## src/rtl/mdcs_pkg.sv

```systemverilog
// mdcs_pkg: shared types and fixed field widths for the minimum distance corner selector
// used by mdcs_cell and min_distance_corner_selector; no dependencies
package mdcs_pkg;

    // fixed field widths of the streaming channels
    localparam int IN_COORD_W  = 12;
    localparam int SCORE_W     = 32;
    localparam int DIST_W      = 26;
    localparam int COUNT_W     = 11;
    localparam int S_TDATA_W   = 56;
    localparam int M_TDATA_W   = 72;
    localparam int M_TDATA_PAD = M_TDATA_W - (2 * IN_COORD_W + SCORE_W + COUNT_W);
    localparam int M_TUSER_W   = 2;

    // configuration port
    localparam int CFG_ADDR_W = 2;
    localparam int CFG_DATA_W = 26;

    localparam logic [CFG_ADDR_W-1:0] REG_SPACING_ON  = 2'd0;
    localparam logic [CFG_ADDR_W-1:0] REG_MIN_DIST_SQ = 2'd1;
    localparam logic [CFG_ADDR_W-1:0] REG_MAX_CORNERS = 2'd2;

    // register reset values
    localparam logic [DIST_W-1:0]  MIN_DIST_SQ_RST = 26'd100;
    localparam logic [COUNT_W-1:0] MAX_CORNERS_RST = 11'd0;

    // sequencer states
    typedef enum logic [1:0] {
        ST_IDLE,
        ST_SCAN,
        ST_DECIDE
    } state_t;

    // per-cell control from the sequencer
    typedef struct packed {
        logic scan_en;
        logic wr_en;
        logic clear;
    } cell_ctl_t;

endpackage

```

## src/rtl/mdcs_cell.sv

```systemverilog
// mdcs_cell: one cell of the kept-point chain, holding a slice of the point store
// depends on mdcs_pkg (cell_ctl_t, DIST_W)
module mdcs_cell #(
    parameter int SLICE = 32,
    parameter int CW    = 12,
    parameter int AW    = 5
) (
    input  logic                        aclk,
    input  logic                        aresetn,
    input  mdcs_pkg::cell_ctl_t         ctl,
    input  logic [AW-1:0]               scan_addr,
    input  logic [AW-1:0]               wr_addr,
    input  logic [CW-1:0]               cand_x,
    input  logic [CW-1:0]               cand_y,
    input  logic [mdcs_pkg::DIST_W-1:0] min_dist_sq,
    input  logic                        near_in,
    output logic                        near_out
);

    localparam int FW = $clog2(SLICE + 1);
    localparam int SW = 2 * CW;
    localparam int DW = (SW + 1 > mdcs_pkg::DIST_W) ? SW + 1 : mdcs_pkg::DIST_W;

    logic [CW-1:0] mem_x [SLICE];
    logic [CW-1:0] mem_y [SLICE];

    logic [FW-1:0] fill_reg,  fill_next;
    logic [CW-1:0] rx_reg,    ry_reg;
    logic          rval_reg,  rval_next;
    logic [SW-1:0] sqx_reg,   sqx_next;
    logic [SW-1:0] sqy_reg,   sqy_next;
    logic          bval_reg;
    logic          near_reg,  near_next;
    logic [CW-1:0] dx,        dy;
    logic [DW-1:0] dist_sum;
    logic          hit;

    // slice storage, one write and one registered read per cycle
    always_ff @(posedge aclk) begin
        if (ctl.wr_en) begin
            mem_x[wr_addr] <= cand_x;
            mem_y[wr_addr] <= cand_y;
        end
        rx_reg <= mem_x[scan_addr];
        ry_reg <= mem_y[scan_addr];
    end

    // fill count of this slice, emptied at frame end
    always_comb begin
        fill_next = fill_reg;
        if (ctl.clear) begin
            fill_next = '0;
        end else if (ctl.wr_en) begin
            fill_next = fill_reg + FW'(1);
        end
    end

    // entry read is live only below the fill count
    assign rval_next = ctl.scan_en && (FW'(scan_addr) < fill_reg);

    // absolute differences and squares
    always_comb begin
        dx       = (cand_x >= rx_reg) ? (cand_x - rx_reg) : (rx_reg - cand_x);
        dy       = (cand_y >= ry_reg) ? (cand_y - ry_reg) : (ry_reg - cand_y);
        sqx_next = SW'(dx) * SW'(dx);
        sqy_next = SW'(dy) * SW'(dy);
    end

    // distance compare and hand-off along the chain
    always_comb begin
        dist_sum  = DW'(sqx_reg) + DW'(sqy_reg);
        hit       = bval_reg && (dist_sum < DW'(min_dist_sq));
        near_next = near_in || hit;
    end

    always_ff @(posedge aclk) begin
        sqx_reg <= sqx_next;
        sqy_reg <= sqy_next;
    end

    always_ff @(posedge aclk) begin
        if (!aresetn) begin
            fill_reg <= '0;
            rval_reg <= 1'b0;
            bval_reg <= 1'b0;
            near_reg <= 1'b0;
        end else begin
            fill_reg <= fill_next;
            rval_reg <= rval_next;
            bval_reg <= rval_reg;
            near_reg <= near_next;
        end
    end

    assign near_out = near_reg;

endmodule

```

## config.mk

```make
export PLATFORM = sky130hd
export DESIGN_NAME = mdcs_cell
export DESIGN_NICKNAME = d
export VERILOG_FILES = /design/src/rtl/mdcs_pkg.sv /design/src/rtl/mdcs_cell.sv
export SDC_FILE = /design/constraint.sdc
export NUM_CORES = 1
export LEC_CHECK = 0
export BUFFER_PORTS_ARGS = -buffer_cell sky130_fd_sc_hd__buf_4
export CELL_PAD_IN_SITES_DETAIL_PLACEMENT = 1
export CELL_PAD_IN_SITES_GLOBAL_PLACEMENT = 1
export CORE_AREA = 2 2 293 353
export DETAILED_ROUTE_END_ITERATION = 12
export DIE_AREA = 0 0 295 355
export PLACE_DENSITY = 0.72
export SLEW_MARGIN = 40
export SYNTH_ARGS = -nofsm -noshare
export SYNTH_HDL_FRONTEND = slang
export SYNTH_SLANG_ARGS = --single-unit
```

## constraint.sdc

```tcl
create_clock -name aclk -period 10 [get_ports aclk]
set_clock_uncertainty 0.1 [all_clocks]
set_input_delay 2 -clock aclk [delete_from_list [all_inputs] [get_ports aclk]]
set_output_delay 2 -clock aclk [all_outputs]
set_load 0.01 [all_outputs]
```

* Word level (Yosys, flattened, before mapping)
Memory sizes are Yosys's and may differ from the RTL's. A register that Yosys moved wholly into a read port is not among the register bits.
Cells that the tools add are included.
** Storage, ports and cells
- Input bits :: 66
- Memories kept :: 2
- Word-level logic and storage cells :: 29
- Bits in registers :: 57
- Bits in writable memories :: 768
** Memory list
- mem_x :: words 32, bits a word 12, rd ports 1, clocked after memory_dff 1, write ports 1, line mdcs_cell.sv:24 : logic [CW-1:0] mem_x [SLICE];
- mem_y :: words 32, bits a word 12, rd ports 1, clocked after memory_dff 1, write ports 1, line mdcs_cell.sv:25 : logic [CW-1:0] mem_y [SLICE];
** Operators by class
- Add/sub/neg operators :: 6
- Mux-type cells :: 4
- Bitwise operators :: 1
- Order comparisons :: 4
- Reductions and logical operators :: 4
- Multipliers :: 2
** Operators with widths (number)
- 12-bit by 12-bit multiplier with 24-bit output :: 2
- 12-bit subtractor :: 4
- 25-bit by 26-bit less-than comparator with 1-bit output :: 1
- 24-bit by 24-bit adder with 25-bit output :: 1
- 12-bit greater-or-equal comparator :: 2
- 12-bit 2-to-1 mux :: 2
- 6-bit by 1-bit adder with 6-bit output, second input constant :: 1
- 5-bit by 6-bit less-than comparator with 1-bit output :: 1
- 1-bit logical AND :: 2
- 1-bit 2-to-1 mux :: 2
- 2-bit OR reduction :: 1
- 1-bit logical OR :: 1
- 1-bit NOT :: 1

* Depth between registers and ports, before layout
Gate-level depths: netlist of the first run.
- Depth after elaboration :: 4
- Mapped depth :: 34
- Depth with buffers taken out :: 33

* Worst setup path before layout of the first run
OpenSTA, ideal clock, no wires.
- Path kind :: input -> register
- Start point :: in cand_y[5]
- End point :: reg sqy_reg[21]
- Setup time :: 119 ps
- Arrival :: 8587 ps
- Slack :: 1193 ps
- Stages :: 32
- Cells stage by stage :: inv_1 ha_1 a211oi_2 o21bai_1 a2111oi_1 o221a_1 buf_6 mux2i_1 o21ai_2 a21oi_2 xnor2_4 inv_2 or2_1 fa_1 inv_1 ha_1 a21oi_1 fa_1 inv_1 fa_1 inv_1 fa_1 inv_1 ha_1 nand2_1 nor2_1 o211ai_1 o2111ai_1 a21oi_1 o221ai_1 a211o_1 xor2_1
** Between the ends
- Cells in the longest elaborated chain, start to end :: 3
** RTL lines
- start: declaration :: line mdcs_cell.sv:14 : input logic [CW-1:0] cand_y,
- 12-bit subtractor or 12-bit greater-or-equal comparator (tied branches) :: line mdcs_cell.sv:64 : dy = (cand_y >= ry_reg) ? (cand_y - ry_reg) : (ry_reg - cand_y);
- 12-bit 2-to-1 mux (*) :: line mdcs_cell.sv:64
- 12-bit by 12-bit multiplier with 24-bit output (*) :: line mdcs_cell.sv:66 : sqy_next = SW'(dy) * SW'(dy);
- named net sqy_next[21] :: line mdcs_cell.sv:31 : logic [SW-1:0] sqy_reg, sqy_next;
- end signal: assignment :: line mdcs_cell.sv:78 : sqy_reg <= sqy_next;
- end: declaration :: line mdcs_cell.sv:31
Mark *: on every way through the listed nets, which the timed path passes. The rest lies on a longest branch.
A chain may end at the register's enable or synchronous reset.

* Final worst setup path of the first run
- Start point :: in cand_y[6]
- End point :: reg sqy_reg[21]
The elaborated chain is that of the path after synthesis.

==> results_dict.tcl, run 1 <==
set metrics [dict create \
    status "finished, final reports clean" \
    grt.overflow.total 0 \
    ys_seq_elements 847 \
    synth_most_common_cell "edfxtp_1" \
    root_buffer "clkbuf_16" \
    start_util_pct 41.8 \
    wl_per_cell_um 25.4 \
    r2r_start "ry_reg[6]" \
    clock_path_buffers 3 \
    ys_warn_count 0 \
    first_pass_iters 5 \
    reg2reg_depth 30 \
    grt_setup_unrepaired "no" \
    slew_violations 0 \
    critPathMaxFanout 14 \
    synthCells 2652 \
    place_area_sq_mm 0.0449 \
    layout.nets 3229 \
    drive_gt1_share_pct 22.0 \
    antenna_found_initial 1 \
    area_delta_synth_final_pct 13.0 \
    syn_area_per_cell_sq_um 15.9 \
    arrival_ns 9.63 \
    use_met2_pct 36.7 \
    hp-class "reg2reg" \
    clkSinkCount 847 \
    synthAdderAreaFrac_pct 13.8 \
    synth_xor_xnor_area_share_pct 1.87 \
    async_flop_share_pct 0 \
    finalCritPeriodShare_pct 92.0 \
    synth-compound-area-share_pct 3.71 \
    viasPerCell 5.47 \
    tns_ns 0 \
    critPathKind "in2reg" \
    cts_resized 0 \
    cts_buffers 83 \
    dieHeight_um 355 \
    port_buffers 66 \
    synth-simple-area-share_pct 4.34 \
    synth.lib_cells_used.distinct 77 \
    drt_iter0_drc 1794 \
    fin_area_sq_mm 0.0477 \
    wl_um 107000 \
    die_x_um 295 \
    synth-edff-count 768 \
    syn_nets 3087 \
    cts.reportedPaths.clkPinSlew_ns 0.06 \
    period_needed_ns 9.20 \
    critPathLaunch "cand_y[6]" \
    drcViolationCount 0 \
    final_hold_viol_count 0 \
    grt_first_pass_wirelength_um 164000 \
    required_ns 10.43 \
    synth_top_area_share_pct 54.6 \
    grtUsageMet1_pct 27.0 \
    yosys.area.top_type "edfxtp_1" \
    hp-start "rval_reg" \
    htreeDepth 3 \
    max-cap-violations 0 \
    ant_nets 0 \
    syn_area_sq_mm 0.0422 \
    yosysSeqAreaShare_pct 58.3 \
    grt_pass1_vias 26133 \
    worstSetupStartpointType "input pin" \
    synth_flop_cell "edfxtp_1" \
    largestRegisters "mem_x: 384 flops, mem_y: 384 flops" \
    core_area_sq_mm 0.101 \
    grt.total_usage_pct 21.1 \
    whs_ns 0.345 \
    whs_path_depth 1 \
    yosys-top-cells-area "edfxtp_1, mux4_2, fa_1" \
    whs_endpoint "bval_reg" \
    rrSetupSlack_ns 2.02 \
    pin_count 67 \
    critPathSlowestCell "fa_1" \
    synth_top_family_by_area "multiplexers" \
    die_area_sq_mm 0.105 \
    grt.busiest_layer "met2" \
    insertion_delay_ns 0.64 \
    fillers 9811 \
    hpwlAfterDp_um 68200 \
    n_antenna_cell 0 \
    setup-violations-final 0 \
    crit_path_frequent_cell "inv_1" \
    reg2reg_to "sqy_reg[21]" \
    yosys-mux-area-fraction_pct 14.0 \
    worst_path_largest_cell_delay_ns 0.55 \
    endpoint_kind "flop" \
    tightestPinTransition_ns 0.834 \
    cts_setup_buffers 0 \
    cts_hold_buf 0 \
    gp_congestion 0.859 \
    met3_usage_pct 3.24 \
    max_freq_mhz 109 \
    slew-limit-headroom_pct 44.2 \
    synth_commonest_cells "edfxtp_1, inv_1, mux4_2, ha_1, nor2_1" \
    grt_max_degree 110 \
    num_rows 128 \
    vias 23139 \
    cts_tree "yes" \
]
==> worst max-delay path by stage <==
stage / endpoint / slack, ns
global route: sqx_reg[16] / 0.28
CTS: sqy_reg[21] / 0.84
global placement: sqy_reg[21] / 0.33
finish: sqy_reg[21] / 0.80
detailed placement: sqy_reg[21] / 0.15
floorplan: sqy_reg[21] / 1.19
==> per-layer routing <==
layer | part of all wire, % | vias up
li1 | - | 10061
met1 | 40 | 12154
met2 | 51 | 726
met3 | 6.0 | 196
met4 | 3.5 | 2
met5 | 0.011 | -
==> logic make-up (layout without fill, tap and decap cells) <==
kind of cell,after synthesis,count (layout)
simple gates,389,389
xor+xnor,84,84
buf+inv,440,653
mux,285,285
fa+ha+maj,369,369
flops,847,847
compound gates,238,238
==> placed cells by master (no fill, tap or decap), types with 14 or more instances in the layout <==
cell / netlist / routed
inv_1: 341 / 341
nor2_1: 191 / 159
nor3_1: 16 / 16
fa_1: 160 / 160
xnor2_1: 58 / 57
mux2_2: 31 / 31
clkbuf_1: 53 / 15
or2_2: 15 / 15
a21o_1: 29 / 29
edfxtp_1: 768 / 768
a21oi_1: 71 / 71
xor2_1: 20 / 20
buf_4: 5 / 141
nor2b_1: 24 / 24
o21a_1: 16 / 16
clkinv_2: 0 / 22
clkbuf_16: 0 / 85
nand2b_1: 23 / 23
ha_1: 209 / 209
dfxtp_1: 79 / 79
nor2_4: 0 / 32
mux2i_1: 14 / 14
o21ai_0: 46 / 46
mux4_2: 240 / 240
nand2_1: 47 / 47
==> stage by stage <==
stage	util [%]	worst slack (ns)	instances
2_1_floorplan	-	1.19	2652
5_1_grt	47.2	0.284	4230
6_report	47.2	0.804	4230
4_1_cts	47.1	0.840	4225
3_5_place_dp	44.5	0.152	4069
3_3_place_gp	44.4	0.331	4069
==> worst max-delay path, delay by kind of cell <==
family	cells	cell delay (ns)
adders and majority gates	7	3.12
AOI/OAI and AO/OA	12	2.73
buffers and inverters	7	0.54
and+or+nand+nor	3	0.48
muxes	1	0.41
xor gates and xnor gates	2	0.31
==> final cells by class <==
cell class	instances	area (sq um)	share of cell area, %
well taps	1365	1710	3.58
clock inverters	53	493	1.03
inverters	347	1300	2.73
clock buffers	103	2200	4.62
flip-flops and latches	847	24600	51.6
multi-input cells	1365	16200	33.8
repair buffers	150	1230	2.57
Power of run 1 is left out: the tool's default activity adds up to more than one toggle a clock period on the data nets, which glitch-free logic cannot reach.
==> inputs of run 2 (changes only) <==
- CAP_MARGIN: unset -> 20
- PLACE_DENSITY: 0.72 -> 0.74
- clock period: 10 -> 8.1 ns (I/O delays scaled with it)
==> run 2 against run 1 <==
Compared with the run above:
- worst hold slack worse by 0.027 ns
- critical path depth increased by 3
- critical path type unchanged
- sequential share of layout area is 3.1 points lower
- die area is the same
- wire length increased by 8.5%
- register-to-register slack got worse by 1.3 ns
- utilization up 3.1 points
- cell count is 6.5% higher
- clock-buffer cell count shrank 6
- sequential cell count stayed put
- non-clock buffer count grew 284
- setup slack worse by 0.66 ns
==> results_dict.tcl, run 2 (same netlist as run 1, synthesis figures left out) <==
set metrics [dict create \
    area_delta_synth_final_pct 20.3 \
    core_area_sq_mm 0.101 \
    start_util_pct 41.8 \
    root_buffer "clkbuf_16" \
    ant_nets 0 \
    rrSetupSlack_ns 0.75 \
    gp_congestion 0.850 \
    htreeDepth 3 \
    endpoint_kind "flop" \
    die_area_sq_mm 0.105 \
    antenna_found_initial 0 \
    layout.nets 3511 \
    grt.overflow.total 0 \
    max_freq_mhz 126 \
    setup-violations-final 0 \
    clock_path_buffers 3 \
    r2r_start "ry_reg[5]" \
    final_common_cell "edfxtp_1" \
    wl_um 117000 \
    fillers 9655 \
    tightestPinTransition_ns 0.745 \
    final_util_pct 50.3 \
    num_rows 128 \
    crit_path_frequent_cell "fa_1" \
    max-cap-violations 0 \
    wl_per_cell_um 25.9 \
    grt_pass1_vias 27431 \
    drt_iter0_drc 2008 \
    cts_buffers 81 \
    grt_first_pass_wirelength_um 173000 \
    critPathMaxFanout 6 \
    slew-limit-headroom_pct 50.2 \
    final.setup.worst_slack_ns 0.144 \
    pin_count 67 \
    grt_max_degree 102 \
    place_area_sq_mm 0.0473 \
    worst_path_largest_cell_delay_ns 0.56 \
    cts_hold_buf 0 \
    cts.reportedPaths.clkPinSlew_ns 0.07 \
    drcViolationCount 0 \
    slew_violations 0 \
    cts_tree "yes" \
    critPathSlowestCell "fa_1" \
    vias 24874 \
    insertion_delay_ns 0.65 \
    drive_gt1_share_pct 31.8 \
    first_pass_iters 5 \
    arrival_ns 8.39 \
    final_cell_mix "edfxtp_1, buf_4, inv_1" \
    dieHeight_um 355 \
    whs_ns 0.318 \
    grt.total_usage_pct 22.2 \
    finalCritPeriodShare_pct 98.2 \
    period_needed_ns 7.96 \
    status "finished, final reports clean" \
    largestRegisters "mem_x: 384 flops, mem_y: 384 flops" \
    clkSinkCount 847 \
    n_antenna_cell 0 \
    port_buffers 66 \
    critPathKind "in2reg" \
    hpwlAfterDp_um 74400 \
    viasPerCell 5.52 \
    critPathLaunch "cand_x[0]" \
    post-place-ws_ns -0.792 \
    required_ns 8.53 \
    final_hold_viol_count 0 \
    hp-start "rval_reg" \
    fin_area_sq_mm 0.0508 \
    hp-class "reg2reg" \
    worstSetupStartpointType "input pin" \
    die_x_um 295 \
]
-- run 2: cell types whose count changed in the layout (fill, tap and decap cells not counted), moves of 12 or more --
cell | previous run | this run
ha_4 | 0 | 12
inv_1 | 341 | 327
ha_1 | 209 | 195
inv_2 | 6 | 18
buf_4 | 141 | 394
-- run 2: layout make-up --
class | instances | area [sq um] | area share, %
Inverter | 347 | 1310 | 2.57
Multi-Input combinational cell | 1365 | 16800 | 33.0
Clock buffer | 97 | 2110 | 4.15
Sequential cell | 847 | 24600 | 48.5
Clock inverter | 52 | 611 | 1.20
Tap cell | 1365 | 1710 | 3.36
Timing Repair Buffer | 434 | 3680 | 7.25
-- run 2: worst paths after layout --
path | cells past startpoint | end
min | 1 | bval_reg
max | 35 | sqx_reg[21]
max reg2reg | 27 | sqy_reg[21]
min reg2reg | 1 | bval_reg
-- run 2: worst max-delay path, delay by kind of cell --
| kind | cells | cell delay, ns |
|---|---|---|
| and+or+nand+nor | 4 | 0.69 |
| AOI/OAI and AO/OA | 9 | 1.20 |
| muxes | 1 | 0.34 |
| xor gates and xnor gates | 2 | 0.36 |
| buffers and inverters | 11 | 0.85 |
| adders and majority gates | 8 | 3.34 |
-- run 2: repair_timing --
item / 4_1_cts / 5_1_grt
gates resized for setup: 6 / 130
setup buffers: 2 / 21
hold endpoints to repair: 0 / 0
pin swaps: 3 / 62
setup endpoints to repair: 8 / 19
gates cloned: 0 / 0
-- run 2: stage by stage --
step | setup TNS [ns] | instances
2_1_floorplan | 0 | 2652
3_3_place_gp | -9.16 | 4315
3_5_place_dp | -14.08 | 4332
4_1_cts | 0 | 4483
5_1_grt | -0.678 | 4507
6_report | 0 | 4507
-- run 2: routing by layer --
layer	track usage [%]	vias up	share of wire (%)
met1	27.3	13059	38
met2	39.6	949	52
li1	-	10636	-
met4	7.68	0	3.2
met3	3.64	230	6.6
met5	0	-	0
Power of run 2 is left out for the same reason.
